[src/acl_pkg.sv]
// Shared types and constants for the neighbour cache (ARP cache, LRU replacement).
// No dependencies; imported by every module of the block.
`timescale 1ns / 1ps

package acl_pkg;

	localparam int ENTRIES = 16;
	localparam int IDX_W   = (ENTRIES > 1) ? $clog2(ENTRIES) : 1;
	localparam int IP_W    = 32;
	localparam int MAC_W   = 48;
	localparam int STAMP_W = 32;
	localparam int SLOT_W  = 4;
	localparam int CFG_W   = 32;

	// configuration register indexes
	localparam logic CFG_OWN_IP = 1'b0;
	localparam logic CFG_MASK   = 1'b1;

	// command codes
	localparam logic CMD_LOOKUP = 1'b0;
	localparam logic CMD_LEARN  = 1'b1;

	// search record handed from cell to cell
	typedef struct packed {
		logic               vld;
		logic [IP_W-1:0]    ip;
		logic               hit;
		logic [IDX_W-1:0]   hit_idx;
		logic [MAC_W-1:0]   hit_mac;
		logic               emp;
		logic [IDX_W-1:0]   emp_idx;
		logic [IDX_W-1:0]   old_idx;
		logic [STAMP_W-1:0] old_stamp;
	} srch_t;

	// entry write broadcast to all cells
	typedef struct packed {
		logic               en;
		logic [IDX_W-1:0]   idx;
		logic [IP_W-1:0]    ip;
		logic [MAC_W-1:0]   mac;
		logic [STAMP_W-1:0] stamp;
	} wr_t;

endpackage

[src/acl_cell.sv]
// One cache entry plus one stage of the search chain.
// Depends on acl_pkg for the search record and write types.
`timescale 1ns / 1ps

module acl_cell import acl_pkg::*; (
	input  logic             clk,
	input  logic             arst_n,
	input  logic [IDX_W-1:0] cell_idx,
	input  srch_t            srch_in,
	input  wr_t              wr,
	output srch_t            srch_out
);

	logic [IP_W-1:0]    ip_q;
	logic [MAC_W-1:0]   mac_q;
	logic [STAMP_W-1:0] stamp_q;
	logic               vld_q;
	srch_t              nxt;
	srch_t              rec_q;
	logic               used;
	logic               match;

	// entry storage; an all-zero MAC marks the entry empty
	always_ff @(posedge clk or negedge arst_n) begin
		if (!arst_n) begin
			mac_q <= '0;
		end else if (wr.en && wr.idx == cell_idx) begin
			mac_q <= wr.mac;
		end
	end

	always_ff @(posedge clk) begin
		if (wr.en && wr.idx == cell_idx) begin
			ip_q    <= wr.ip;
			stamp_q <= wr.stamp;
		end
	end

	// fold this entry into the passing record; earlier cells take priority
	assign used  = (mac_q != '0);
	assign match = used && (ip_q == srch_in.ip);

	always_comb begin
		nxt = srch_in;
		if (!srch_in.hit && match) begin
			nxt.hit     = 1'b1;
			nxt.hit_idx = cell_idx;
			nxt.hit_mac = mac_q;
		end
		if (!srch_in.emp && !used) begin
			nxt.emp     = 1'b1;
			nxt.emp_idx = cell_idx;
		end
		if (stamp_q < srch_in.old_stamp) begin
			nxt.old_idx   = cell_idx;
			nxt.old_stamp = stamp_q;
		end
	end

	// advance the record to the next cell
	always_ff @(posedge clk or negedge arst_n) begin
		if (!arst_n) begin
			vld_q <= 1'b0;
		end else begin
			vld_q <= srch_in.vld;
		end
	end

	always_ff @(posedge clk) begin
		rec_q <= nxt;
	end

	always_comb begin
		srch_out     = rec_q;
		srch_out.vld = vld_q;
	end

endmodule

[config.mk]
export PLATFORM = sky130hd
export DESIGN_NAME = acl_cell
export DESIGN_NICKNAME = d
export VERILOG_FILES = /design/src/acl_pkg.sv /design/src/acl_cell.sv
export SDC_FILE = /design/constraint.sdc
export NUM_CORES = 1
export LEC_CHECK = 0
export BUFFER_PORTS_ARGS = -buffer_cell sky130_fd_sc_hd__buf_4
export CAP_MARGIN = 10
export CORE_AREA = 2 2 148 150
export CTS_BUF_LIST = sky130_fd_sc_hd__clkbuf_4 sky130_fd_sc_hd__clkbuf_8 sky130_fd_sc_hd__clkbuf_16
export CTS_CLUSTER_SIZE = 24
export DETAILED_ROUTE_END_ITERATION = 7
export DIE_AREA = 0 0 150 152
export PLACE_DENSITY = 0.69
export SLEW_MARGIN = 20
export SYNTH_ARGS = -nofsm -noshare
export SYNTH_HDL_FRONTEND = slang
export SYNTH_SLANG_ARGS = --single-unit
[constraint.sdc]
create_clock -name clk -period 3.39 [get_ports clk]
set_input_delay 0.678 -clock clk [delete_from_list [all_inputs] [get_ports clk]]
set_output_delay 0.678 -clock clk [all_outputs]
set_load 0.005 [all_outputs]
==> metrics.txt <==
status=finished clean; Clock Path Buffers=3; post-synthesis sequential area ratio=65.47%; Internal=0.005462 W; Switch Pwr=~0.0016 W; GP Congestion=0.8215; share of layout cells above drive strength 1=54.90%; TritonCTS clock tree=built; CTS-repair resized insts=0; Root Buffer=clkbuf_16; DRC viols=0; Crit. End Element=flop; syn avg cell area=around 15 um2; top layer in use=met4; global-route wire length before repair=35.28 mm; Clk pin slew, worst setup/hold paths=roughly 60 ps; Setup Fix Bufs, Post-CTS=0; Critical Path End=srch_out[2]; RSZ-0062 raised after global routing=no; CTS H-tree depth=1; Filler Cell Count=1,794; crit path kind=flop to flop; DR vias/cell=between 4 and 5; Overflow after GRT=0; hold buffers post-CTS=0; final worst slack=a little over 700 ps; DP Area=between 10,000 and 15,000 um2; setup TNS=0 ps; Synth Instances=between 500 and 600; Post-Syn Area=roughly 8700 um2; DR WL met3=between 1.5 and 2 mm; max cap viols=0; peak supply drop=between 300 and 400 uV; Max Clock Freq=around 380 MHz; hpwl dp=approximately 18 mm; post-route ant nets=0; final worst-path cycle share=slightly below 80%; antenna violations before repair=2; Hold Slack=184.6 ps; Boundary Pins=approximately 380; path type of the worst min-delay path=input port to asynchronous set/reset pin; Storage cell area=approximately 5700 um2; Worst-Margin Slew=656.8 ps; clk_lat worst skew=roughly 520 ps; Gate power share=roughly 12%; clock skew=between 10 and 15 ps; crit-path max FO=13; nets@finish=1,251; R2R depth=7; Total GRT Usage=about 20%; routed wl met2=~12 mm; final setup violating endpoints=0; fraction of registers with async set/reset=about a fifth; via count=5,945; Seq cells post-synth=239; CP startpoint=stamp_q[1]; critical path arrival=about 3100 ps; chip width=150 um; Die Area=22,800 um2; Pre-antenna DRT Iters=4; initial DRC count=around 230; Synth cell types=38; Synth Flop Type=dfxtp_1; commonest non-fill, non-tap cell in the layout=buf_4; Core Box Area=21,350 um2; PD cells=555.0 nW/um2; Yosys top cell by area=dfxtp_1; YS warnings=0; top cells by area, synth=dfxtp_1, edfxtp_1, mux2_2; type of origin of the critical path=flop; post-synth top area share=between 20% and 30%; Post-Synthesis Net Count=856; r2r endpoint=srch_out[2]; EDFF count, synth=64; Port Buffers=between 300 and 400; Sw Ratio=22.30%; wl on met1=roughly 9.1 mm; most frequent cells in the layout=buf_4, dfxtp_1, mux2_2, edfxtp_1, dfrtp_1; r2r setup slk=between 700 and 800 ps; leakage=slightly below 6 nW; Clock power frac=approximately 39%; starting density of the core=roughly two fifths; area grow syn2layout=46.23%; R2R Path Start=stamp_q[1]; Design Area, Final=12,660 um2; dpl ws=roughly 310 ps; sequential share of power=just under 50%; multi-input logic area=about 2800 um2; vias in the first global route=6,288; relative slew slack=a little under three fifths; CP required=3780 ps; utilization after layout=slightly below 60%; die height=approximately 150 um; largest net degree at the start of global routing=65; row count=54; max-slew violations=0; drt wl/cell=18.33 um; Inserted Clock Buffers=25; Routed WL=about 23 mm; min Tclk post-route=roughly 2700 ps; Hold Vio Cnt, Final=0; # clock sinks=239
==> worst min path at each step <==
stage                      from      endpoint
finish                   arst_n     mac_q[13]
global route             arst_n     mac_q[13]
CTS                      arst_n     mac_q[13]
detailed placement   stamp_q[0]   srch_out[0]
global placement    stamp_q[14]  srch_out[14]
floorplan                arst_n      mac_q[0]
==> metal layers <==
| metal | GRT usage [%] | vias to the layer above |
|---|---|---|
| met5 | 0 | - |
| met4 | 6.963 | 0 |
| met3 | 4.955 | 44 |
| met2 | 35.31 | 211 |
| met1 | 24.17 | 2847 |
| li1 | - | 2843 |
==> synth_stat cells (4+ instances only) <==
cell	n
dfxtp_1	126
mux2_1	30
nand2_1	8
nor2_1	6
edfxtp_1	64
inv_1	35
nand4_1	9
dfrtp_1	49
xnor2_1	4
mux2_2	110
o21ai_0	4
nor4_1	18
buf_1	5
ha_1	31
a21oi_1	11
xor2_1	29
buf_4	6
==> power groups by stage <==
stage	Combinational (W)	Sequential (W)	Clock, W
after floorplan	0.000379	0.00346	0
after global placement	0.000851	0.00352	0
after detailed placement	0.000872	0.00352	0
after CTS	0.000877	0.00346	0.00278
after global routing	0.000944	0.00351	0.00289
final	0.000862	0.00346	0.00270
==> worst max-delay path, stage by stage (launching register included) <==
cell and delay, ps:
edfxtp_1 400, ha_1 300, a2111oi_0 470, o31ai_1 120
a211o_1 340, a211oi_4 280, buf_4 280, mux2_2 360
==> area by class of cell <==
type / instances / area share, %
flip-flops and latches: 239 / 44.77
repair buffers: 382 / 22.94
multi-input cells: 287 / 21.93
clock buffers: 41 / 6.086
well taps: 280 / 2.766
inverters: 35 / 1.037
clock inverters: 5 / 0.4248
diodes: 2 / 0.03952
==> registers in the layout, indices dropped and copies added, names as in the netlist <==
| register | cells |
|---|---|
| ip_q | 32 |
| vld_q | 1 |
| srch_out | 126 |
| stamp_q | 32 |
| mac_q | 48 |
==> cell families after synthesis <==
family                   Yosys count  share of synthesized area [%]
flip-flops                       239                          65.47
multiplexers                     140                          18.20
AND/OR/NAND/NOR                   56                          3.771
buffers and inverters             49                          2.644
XOR/XNOR                          33                          3.337
adder cells (fa/ha/maj)           31                          4.478
AO/OA/AOI/OAI                     27                          2.095
==> through the flow <==
| stage | std cells | total power [W] |
|---|---|---|
| global route | 1271 | 0.007340 |
| detailed placement | 1223 | 0.004396 |
| CTS | 1269 | 0.007119 |
| floorplan | 575 | 0.003843 |
| global placement | 1223 | 0.004368 |
| finish | 1271 | 0.007029 |
Note: power is estimated with default switching activity, not from simulation.
